File: config.mk
export PLATFORM = sky130hd
export DESIGN_NAME = clock_page_replacement_flat
export DESIGN_NICKNAME = d
export VERILOG_FILES = /design/src/rtl/core/cpr_pkg.sv /design/src/rtl/core/cpr_lookup_if.sv /design/src/rtl/core/cpr_result_if.sv /design/src/rtl/core/cpr_ram.sv /design/src/rtl/core/clock_page_replacement.sv /design/src/flat_wrapper.sv
export SDC_FILE = /design/constraint.sdc
export NUM_CORES = 2
export LEC_CHECK = 0
export BUFFER_PORTS_ARGS = -buffer_cell sky130_fd_sc_hd__buf_2
export CAP_MARGIN = 30
export CORE_MARGIN = 2
export CORE_UTILIZATION = 51
export DETAILED_ROUTE_END_ITERATION = 6
export GPL_TIMING_DRIVEN = 0
export HOLD_SLACK_MARGIN = 0.03
export PLACE_DENSITY = 0.69
export SYNTH_ARGS = -nofsm -noshare
export SYNTH_HDL_FRONTEND = slang
export SYNTH_HIERARCHICAL = 1
export SYNTH_SLANG_ARGS = --single-unit
File: constraint.sdc
create_clock -name clk -period 11.07 [get_ports clk]
set_input_delay 2.214 -clock clk [delete_from_list [all_inputs] [get_ports clk]]
set_output_delay 2.214 -clock clk [all_outputs]
set_load 0.05 [all_outputs]
File: src/rtl/core/cpr_pkg.sv
`timescale 1ns / 1ps

package cpr_pkg;

    // Table sizes
    localparam int VIRTUAL_PAGES = 128;
    localparam int REAL_FRAMES   = 64;

    // Field widths
    localparam int PAGE_W  = 7;
    localparam int FRAME_W = 6;
    localparam int USED_W  = 7;
    localparam int FAULT_W = 32;

    typedef logic [PAGE_W-1:0]  page_t;
    typedef logic [FRAME_W-1:0] frame_t;
    typedef logic [USED_W-1:0]  used_t;
    typedef logic [FAULT_W-1:0] fault_t;

endpackage

File: src/rtl/core/cpr_lookup_if.sv
`timescale 1ns / 1ps

// Page reference channel
interface cpr_lookup_if;
    logic              valid;
    logic              ready;
    cpr_pkg::page_t    virtual_page;

    modport source (output valid, output virtual_page, input ready);
    modport sink   (input valid, input virtual_page, output ready);
endinterface

File: src/rtl/core/cpr_result_if.sv
`timescale 1ns / 1ps

// Replacement result channel
interface cpr_result_if;
    logic              valid;
    logic              ready;
    logic              hit;
    cpr_pkg::frame_t   frame;
    logic              evicted_valid;
    cpr_pkg::page_t    evicted_page;
    cpr_pkg::fault_t   faults_so_far;

    modport source (output valid, output hit, output frame, output evicted_valid,
                    output evicted_page, output faults_so_far, input ready);
    modport sink   (input valid, input hit, input frame, input evicted_valid,
                    input evicted_page, input faults_so_far, output ready);
endinterface

File: src/rtl/core/cpr_ram.sv
`timescale 1ns / 1ps

// Simple dual-port RAM, one write and one registered read per cycle
module cpr_ram #(
    parameter int WIDTH = 8,
    parameter int DEPTH = 64
) (
    input  logic                     clk,
    input  logic                     we,
    input  logic [$clog2(DEPTH)-1:0] waddr,
    input  logic [WIDTH-1:0]         wdata,
    input  logic                     re,
    input  logic [$clog2(DEPTH)-1:0] raddr,
    output logic [WIDTH-1:0]         rdata
);

    logic [WIDTH-1:0] mem [DEPTH];

    always_ff @(posedge clk)
    begin
        if (we)
        begin
            mem[waddr] <= wdata;
        end
        if (re)
        begin
            rdata <= mem[raddr];
        end
    end

endmodule

File: src/rtl/core/clock_page_replacement.sv
// A hit or a fault with a free frame passes from accept through the look and emit
// states into the result register. A fault with all frames full adds the sweep and
// evict states; the sweep clears set reference bits (0 to 64), one frame per cycle.
// One reference is in flight at a time; the result register frees the output side.
// Reset clears residency and reference bits, the fill count, the hand and the
// fault count at once; the page map and frame owner RAMs are not cleared.
`timescale 1ns / 1ps

module clock_page_replacement (
    input  logic                clk,
    input  logic                rst_n,
    cpr_lookup_if.sink          lookup,
    cpr_result_if.source        result
);

    import cpr_pkg::*;

    typedef enum logic [2:0] {
        S_IDLE,
        S_LOOK,
        S_SWEEP,
        S_EVICT,
        S_EMIT
    } state_t;

    state_t                     state_reg;
    page_t                      page_reg;
    logic [VIRTUAL_PAGES-1:0]   resident_reg;
    logic [REAL_FRAMES-1:0]     referenced_reg;
    used_t                      used_reg;
    frame_t                     hand_reg;
    fault_t                     fault_reg;

    // Pending result
    logic                       hit_reg;
    frame_t                     frame_reg;
    logic                       ev_valid_reg;
    page_t                      ev_page_reg;

    // Output register
    logic                       out_valid_reg;
    logic                       out_hit_reg;
    frame_t                     out_frame_reg;
    logic                       out_ev_valid_reg;
    page_t                      out_ev_page_reg;
    fault_t                     out_faults_reg;

    logic                       accept;
    logic                       is_resident;
    logic                       has_free;
    frame_t                     hand_inc;
    frame_t                     map_rdata;
    page_t                      owner_rdata;
    logic                       table_we;
    frame_t                     chosen_frame;
    logic                       owner_re;

    assign accept       = lookup.valid && lookup.ready;
    assign lookup.ready = (state_reg == S_IDLE);
    assign is_resident  = resident_reg[page_reg];
    assign has_free     = (used_reg < USED_W'(REAL_FRAMES));
    assign hand_inc     = (hand_reg == FRAME_W'(REAL_FRAMES - 1)) ? '0 : hand_reg + 1'b1;

    // Table writes: fill of a free frame, or replacement after a sweep
    always_comb
    begin
        table_we     = 1'b0;
        chosen_frame = hand_reg;
        if (state_reg == S_LOOK && !is_resident && has_free)
        begin
            table_we     = 1'b1;
            chosen_frame = used_reg[FRAME_W-1:0];
        end
        else if (state_reg == S_EVICT)
        begin
            table_we = 1'b1;
        end
    end

    assign owner_re = (state_reg == S_SWEEP) && !referenced_reg[hand_reg];

    // Page to frame map, read at accept
    cpr_ram #(
        .WIDTH (FRAME_W),
        .DEPTH (VIRTUAL_PAGES)
    ) u_map_ram (
        .clk   (clk),
        .we    (table_we),
        .waddr (page_reg),
        .wdata (chosen_frame),
        .re    (accept),
        .raddr (lookup.virtual_page),
        .rdata (map_rdata)
    );

    // Frame to owning page, read at the frame the hand stops on
    cpr_ram #(
        .WIDTH (PAGE_W),
        .DEPTH (REAL_FRAMES)
    ) u_owner_ram (
        .clk   (clk),
        .we    (table_we),
        .waddr (chosen_frame),
        .wdata (page_reg),
        .re    (owner_re),
        .raddr (hand_reg),
        .rdata (owner_rdata)
    );

    // Sequencer, state and result registers
    always_ff @(posedge clk or negedge rst_n)
    begin
        if (!rst_n)
        begin
            state_reg        <= S_IDLE;
            page_reg         <= '0;
            resident_reg     <= '0;
            referenced_reg   <= '0;
            used_reg         <= '0;
            hand_reg         <= '0;
            fault_reg        <= '0;
            hit_reg          <= 1'b0;
            frame_reg        <= '0;
            ev_valid_reg     <= 1'b0;
            ev_page_reg      <= '0;
            out_valid_reg    <= 1'b0;
            out_hit_reg      <= 1'b0;
            out_frame_reg    <= '0;
            out_ev_valid_reg <= 1'b0;
            out_ev_page_reg  <= '0;
            out_faults_reg   <= '0;
        end
        else
        begin
            // beat taken downstream; emit reloads the register itself
            if (out_valid_reg && result.ready && state_reg != S_EMIT)
            begin
                out_valid_reg <= 1'b0;
            end

            case (state_reg)
                S_IDLE:
                begin
                    if (accept)
                    begin
                        page_reg  <= lookup.virtual_page;
                        state_reg <= S_LOOK;
                    end
                end

                S_LOOK:
                begin
                    ev_valid_reg <= 1'b0;
                    ev_page_reg  <= '0;
                    if (is_resident)
                    begin
                        hit_reg                   <= 1'b1;
                        frame_reg                 <= map_rdata;
                        referenced_reg[map_rdata] <= 1'b1;
                        state_reg                 <= S_EMIT;
                    end
                    else
                    begin
                        hit_reg <= 1'b0;
                        if (fault_reg != '1)
                        begin
                            fault_reg <= fault_reg + 1'b1;
                        end
                        if (has_free)
                        begin
                            frame_reg                      <= used_reg[FRAME_W-1:0];
                            used_reg                       <= used_reg + 1'b1;
                            resident_reg[page_reg]         <= 1'b1;
                            referenced_reg[used_reg[FRAME_W-1:0]] <= 1'b1;
                            state_reg                      <= S_EMIT;
                        end
                        else
                        begin
                            state_reg <= S_SWEEP;
                        end
                    end
                end

                // second chance: clear and pass, or stop on a clear bit
                S_SWEEP:
                begin
                    if (referenced_reg[hand_reg])
                    begin
                        referenced_reg[hand_reg] <= 1'b0;
                        hand_reg                 <= hand_inc;
                    end
                    else
                    begin
                        state_reg <= S_EVICT;
                    end
                end

                S_EVICT:
                begin
                    resident_reg[owner_rdata] <= 1'b0;
                    resident_reg[page_reg]    <= 1'b1;
                    referenced_reg[hand_reg]  <= 1'b1;
                    frame_reg                 <= hand_reg;
                    hand_reg                  <= hand_inc;
                    ev_valid_reg              <= 1'b1;
                    ev_page_reg               <= owner_rdata;
                    state_reg                 <= S_EMIT;
                end

                S_EMIT:
                begin
                    if (!out_valid_reg || result.ready)
                    begin
                        out_valid_reg    <= 1'b1;
                        out_hit_reg      <= hit_reg;
                        out_frame_reg    <= frame_reg;
                        out_ev_valid_reg <= ev_valid_reg;
                        out_ev_page_reg  <= ev_page_reg;
                        out_faults_reg   <= fault_reg;
                        state_reg        <= S_IDLE;
                    end
                end

                default:
                begin
                    state_reg <= S_IDLE;
                end
            endcase
        end
    end

    assign result.valid         = out_valid_reg;
    assign result.hit           = out_hit_reg;
    assign result.frame         = out_frame_reg;
    assign result.evicted_valid = out_ev_valid_reg;
    assign result.evicted_page  = out_ev_page_reg;
    assign result.faults_so_far = out_faults_reg;

    // Checks
    a_emit_source: assert property (@(posedge clk) disable iff (!rst_n)
        $rose(out_valid_reg) |-> $past(state_reg == S_EMIT))
        else $error("result beat raised outside emit");

    a_used_bound: assert property (@(posedge clk) disable iff (!rst_n)
        used_reg <= USED_W'(REAL_FRAMES))
        else $error("frame fill count beyond frame count");

    a_sweep_full: assert property (@(posedge clk) disable iff (!rst_n)
        (state_reg == S_SWEEP) |-> !has_free)
        else $error("sweep while free frames remain");

    a_evict_resident: assert property (@(posedge clk) disable iff (!rst_n)
        (state_reg == S_EVICT) |-> resident_reg[owner_rdata] && !is_resident)
        else $error("victim not resident or new page already resident");

    a_accept_look: assert property (@(posedge clk) disable iff (!rst_n)
        accept |=> (state_reg == S_LOOK))
        else $error("accepted beat not looked up");

endmodule

File: src/flat_wrapper.sv
// flat-port wrapper written by rule: the top's interface ports become plain ports
module clock_page_replacement_flat import cpr_pkg::*;
  (clk, rst_n, lookup_valid, lookup_virtual_page, lookup_ready, result_valid, result_hit, result_frame, result_evicted_valid, result_evicted_page, result_faults_so_far, result_ready);
  cpr_lookup_if lookup_i ();
  cpr_result_if result_i ();
  input  logic clk;
  input  logic rst_n;
  input wire logic [$bits(lookup_i.valid)-1:0] lookup_valid;
  input wire logic [$bits(lookup_i.virtual_page)-1:0] lookup_virtual_page;
  output wire logic [$bits(lookup_i.ready)-1:0] lookup_ready;
  output wire logic [$bits(result_i.valid)-1:0] result_valid;
  output wire logic [$bits(result_i.hit)-1:0] result_hit;
  output wire logic [$bits(result_i.frame)-1:0] result_frame;
  output wire logic [$bits(result_i.evicted_valid)-1:0] result_evicted_valid;
  output wire logic [$bits(result_i.evicted_page)-1:0] result_evicted_page;
  output wire logic [$bits(result_i.faults_so_far)-1:0] result_faults_so_far;
  input wire logic [$bits(result_i.ready)-1:0] result_ready;
  assign lookup_i.valid = lookup_valid;
  assign lookup_i.virtual_page = lookup_virtual_page;
  assign lookup_ready = lookup_i.ready;
  assign result_valid = result_i.valid;
  assign result_hit = result_i.hit;
  assign result_frame = result_i.frame;
  assign result_evicted_valid = result_i.evicted_valid;
  assign result_evicted_page = result_i.evicted_page;
  assign result_faults_so_far = result_i.faults_so_far;
  assign result_i.ready = result_ready;
  clock_page_replacement u_core (.clk(clk), .rst_n(rst_n), .lookup(lookup_i), .result(result_i));
endmodule
==> results.md <==
- Logic depth of the worst register-to-register path: 16
- Effective utilization at floorplan: 51.5%
- Number of antenna violations at the first check in global routing: 8
- Setup TNS: 0 ps
- Post-detailed-route wirelength per cell: 29.5 µm
- Final nets: 4060
- GRT Residual Overflow: 0
- Clock Root Buffer: sky130_fd_sc_hd__clkbuf_16
- Simple logic cell fraction of the synthesized area: 6.18%
- Number of vias after detailed routing: 37.5k
- Count of hold buffers inserted by post-cts repair: 0
- Count of instances resized after the clock tree is built: 0
- Cell area after technology mapping: 64000 µm²
- Via count of the first global-routing pass: 37.2k
- RSZ-0062 raised after global routing: no
- Post-synthesis cell count: 3782
- CP max-delay cell: sky130_fd_sc_hd__dfrtp_2
- Signal arrival time at the worst endpoint: 7770 ps
- Number of placed instances, taps included: 5525
- Top delay family on crit path: simple AND/OR/NAND/NOR gates
- CP startpoint kind: flop
- Count of port buffers added during placement: 59
- Lkg Pwr: 0.0247 µW
- Share of layout cells above drive strength 1: 21.7%
- Fmax: 0.136 GHz
- Setup skew after layout: 26.8 ps
- Area delta synth->final: 12.7%
- Worst-Margin Slew: 1080 ps
- Sequential cell area fraction in the yosys report: 69.8%
- Compound-cell area share of the yosys netlist: 5.21%
- WP data required: 11460 ps
- Full die area: 128000 µm²
- Clk slew on worst S/H paths: 60 ps
- Area occupied by registers: 44700 µm²
- Max Slew Vio Count: 0
- Worst-skew pair later-pin latency: 780 ps
- Xor and xnor area share after synthesis: 0.520%
- Type of the worst min-delay path: reg -> reg
- Count of placed standard cells in the final layout, fillers left out: 5803
- Filler cells: 9279
- Placer's final routability congestion estimate: 0.960
- Worst Path Buf+Inv: 6
- ANT nets after route: 0
- Standard-cell row count: 129
- Maximum number of pins on one net before global-route repair: 108
- Vias per cell: 6.47
- Cell depth of the worst min-delay path: 2
- Maximum root-to-sink buffer count: 3
- Total routing usage reported by global routing: 27.0%
- Initial DRT Pass Iterations: 7
- Post-CTS setup-driven buffer insertion count: 0
- H-tree depth: 4
- Share of synthesized area spent on multiplexers: 16.4%
- Horiz. Die Dim: 358 µm
- Count of boundary I/O pins: 60
- Floorplan die height: 358 µm
- Sinks on the clock net: 1539
- Power Total: 14700 µW
- Path type of the worst setup path: reg -> reg
- Endpoint type of the worst setup path: flop
- Adder-cell share of the synthesized area: 0.0587%
- Number of failing hold endpoints at the final stage: 0
- Yosys cell types: 63
- Largest register FFs: 768
- Fraction of the cycle the final worst path needs: 66.6%
- Power per cell area: 204 nW/µm²
- Mean instance size in the synthesized netlist: 16.9 µm²
- Cell-by-cell trace of the critical path: buf_2, clkbuf_1, nor2b_1, a22oi_1, a21boi_0, nor3_1, nor4_4, and3_1, buf_2, buf_4, nand2_1, o21ai_4, buf_12, clkbuf_1, nand4_1, nor2_1
- Cts bufs inserted: 154
- Final period demand of the worst path: 7380 ps
- CTS tree: built
- Detailed-route wire length: 171 mm
- Ys flop type: sky130_fd_sc_hd__edfxtp_1
- Critical path peak fanout: 38
- Worst-case vdd ir drop: 144 µV
- Total area of multi-input combinational cells: 18200 µm²
- Synthesis warning total: 6
- Number of enable-type register cells in the synthesized netlist: 1229
- Seq cells post-synth: 1539
- Proportion of synthesized flip-flops having asynchronous set or reset: 20.1%
- Maximum single-stage delay on the critical path: 950 ps
- Dominant combinational cell family by area after synthesis: multiplexers
- Starting DRT DRC Count: 5099
- Max-capacitance violation count: 0
- Outcome: finished clean
- Total setup violations reported at the end of the flow: 0
- Global-route wire length before repair: 252 mm
- Worst slew slack as a fraction of its limit: 28.1%
- DRC violation count after routing: 0
- DP HPWL: 117 mm
- Logic depth of the worst path, buffers included: 16
- Post-synthesis net count: 3796
- Core ar.: 124000 µm²
[cells in the final DEF, fill, tap and decap left out, types with 15 or more instances in the layout]
cell,synthesis,layout
sky130_fd_sc_hd__nand2b_1,29,29
sky130_fd_sc_hd__o22ai_1,18,18
sky130_fd_sc_hd__clkbuf_1,134,165
sky130_fd_sc_hd__xnor2_1,23,23
sky130_fd_sc_hd__nand4_1,23,23
sky130_fd_sc_hd__mux2i_1,64,64
sky130_fd_sc_hd__nor3_1,67,66
sky130_fd_sc_hd__edfxtp_1,1229,1229
sky130_fd_sc_hd__a21oi_1,34,34
sky130_fd_sc_hd__nand3_1,79,79
sky130_fd_sc_hd__clkinv_2,0,20
sky130_fd_sc_hd__nor2_1,285,285
sky130_fd_sc_hd__nand2_1,202,202
sky130_fd_sc_hd__a22oi_1,18,18
sky130_fd_sc_hd__buf_2,43,104
sky130_fd_sc_hd__buf_16,0,15
sky130_fd_sc_hd__buf_6,11,15
sky130_fd_sc_hd__mux4_2,400,400
sky130_fd_sc_hd__mux2_2,75,73
sky130_fd_sc_hd__buf_1,26,26
sky130_fd_sc_hd__buf_4,20,30
sky130_fd_sc_hd__clkinv_1,2,34
sky130_fd_sc_hd__xor2_1,15,15
sky130_fd_sc_hd__o21ai_0,381,377
sky130_fd_sc_hd__and3_1,39,39
sky130_fd_sc_hd__dfrtp_1,310,303
sky130_fd_sc_hd__nor2b_1,23,23
sky130_fd_sc_hd__nor4_1,18,18
sky130_fd_sc_hd__a211oi_1,27,27
sky130_fd_sc_hd__o31ai_1,26,26
sky130_fd_sc_hd__clkbuf_16,0,160
[logic make-up after synthesis]
| kind of cell | after synthesis |
|---|---|
| AO/OA/AOI/OAI | 579 |
| XOR/XNOR | 38 |
| adder cells (fa/ha/maj) | 3 |
| buffers and inverters | 247 |
| flip-flops | 1539 |
| multiplexers | 539 |
| AND/OR/NAND/NOR | 837 |
[metal layers]
layer,GRT usage (%),vias up,part of all wire (%),wire [µm]
met5,0,-,0.022,37
met4,9.94,6,3.6,6240
met3,5.81,361,10,17100
met2,42.3,2097,47,81200
met1,37.8,19470,39,66800
li1,-,15588,-,-
[tightest hold or removal path, delay by kind of cell, from the launching register on]
kind / cells / cell delay [ps]
and+or+nand+nor: 2 / 100
DFF: 1 / 330
[per-stage QoR]
step	hold slack, ps	setup slack, ps	util, %	instance area [µm²]
after floorplan	435	159	-	64000
after global placement	451	-9720	53.4	66300
after global routing	480	3460	58.1	72100
final	463	3690	58.1	72100
after CTS	467	3820	58.1	72100
after detailed placement	454	3840	54.2	67200
[final timing paths]
path / slack (ps) / end / from
min in group asynchronous: 1270 / u_core/hand_reg[4]$_DFFE_PN0P_ / rst_n
max in group asynchronous: 8050 / u_core/page_reg[0]$_DFFE_PN0P_ / rst_n
worst max register to register: 3690 / u_core/u_owner_ram/mem[31][4]$_DFFE_PP_ / u_core/page_reg[1]$_DFFE_PN0P_
worst min-delay path: 460 / u_core/ev_page_reg[4]$_DFFE_PN0P_ / u_core/ev_page_reg[4]$_DFFE_PN0P_
worst min register to register: 460 / u_core/ev_page_reg[4]$_DFFE_PN0P_ / u_core/ev_page_reg[4]$_DFFE_PN0P_
worst max-delay path: 3690 / u_core/u_owner_ram/mem[31][4]$_DFFE_PP_ / u_core/page_reg[1]$_DFFE_PN0P_
[report_power, final]
part	internal (µW)	total, µW	switching, µW
sequential	6920	7250	339
combinational	804	2480	1680
clock	2870	5000	2130
[final cells by class]
class	count	share of cell area [%]
clock buffer	201	5.90
timing repair buffer	108	1.63
sequential	1539	62.0
tap	1637	2.84
multi-input combinational	1996	25.3
antenna	2	0.00694
inverter	12	0.0625
clock inverter	73	0.805
buffer	235	1.53
[synthesized netlist by cell type (all sizes together) (5+ instances only)]
master  instances  share of area (%)
a211oi         27               0.32
a21oi          34               0.27
a221oi          5              0.068
a22o            5              0.068
a22oi          18               0.21
a311oi         12               0.16
a31oi           8              0.078
and2           13               0.13
and3           39               0.38
and3b           6              0.082
buf           101               0.94
clkbuf        134               0.79
dfrtp         310                 12
edfxtp       1229                 58
inv            10              0.059
mux2           75                1.3
mux2i          64                1.0
mux4          400                 14
nand2         202                1.2
nand2b         29               0.28
nand3          80               0.65
nand3b         10               0.12
nand4          23               0.22
nor2          285                1.7
nor2b          23               0.22
nor3           72               0.60
nor3b          14               0.16
nor4           19               0.21
o21ai         388                3.0
o221ai         12               0.16
o22ai          18               0.18
o31ai          26               0.31
or3             6              0.059
xnor2          23               0.31
xor2           15               0.21
Power figures use the tool's default switching activity.
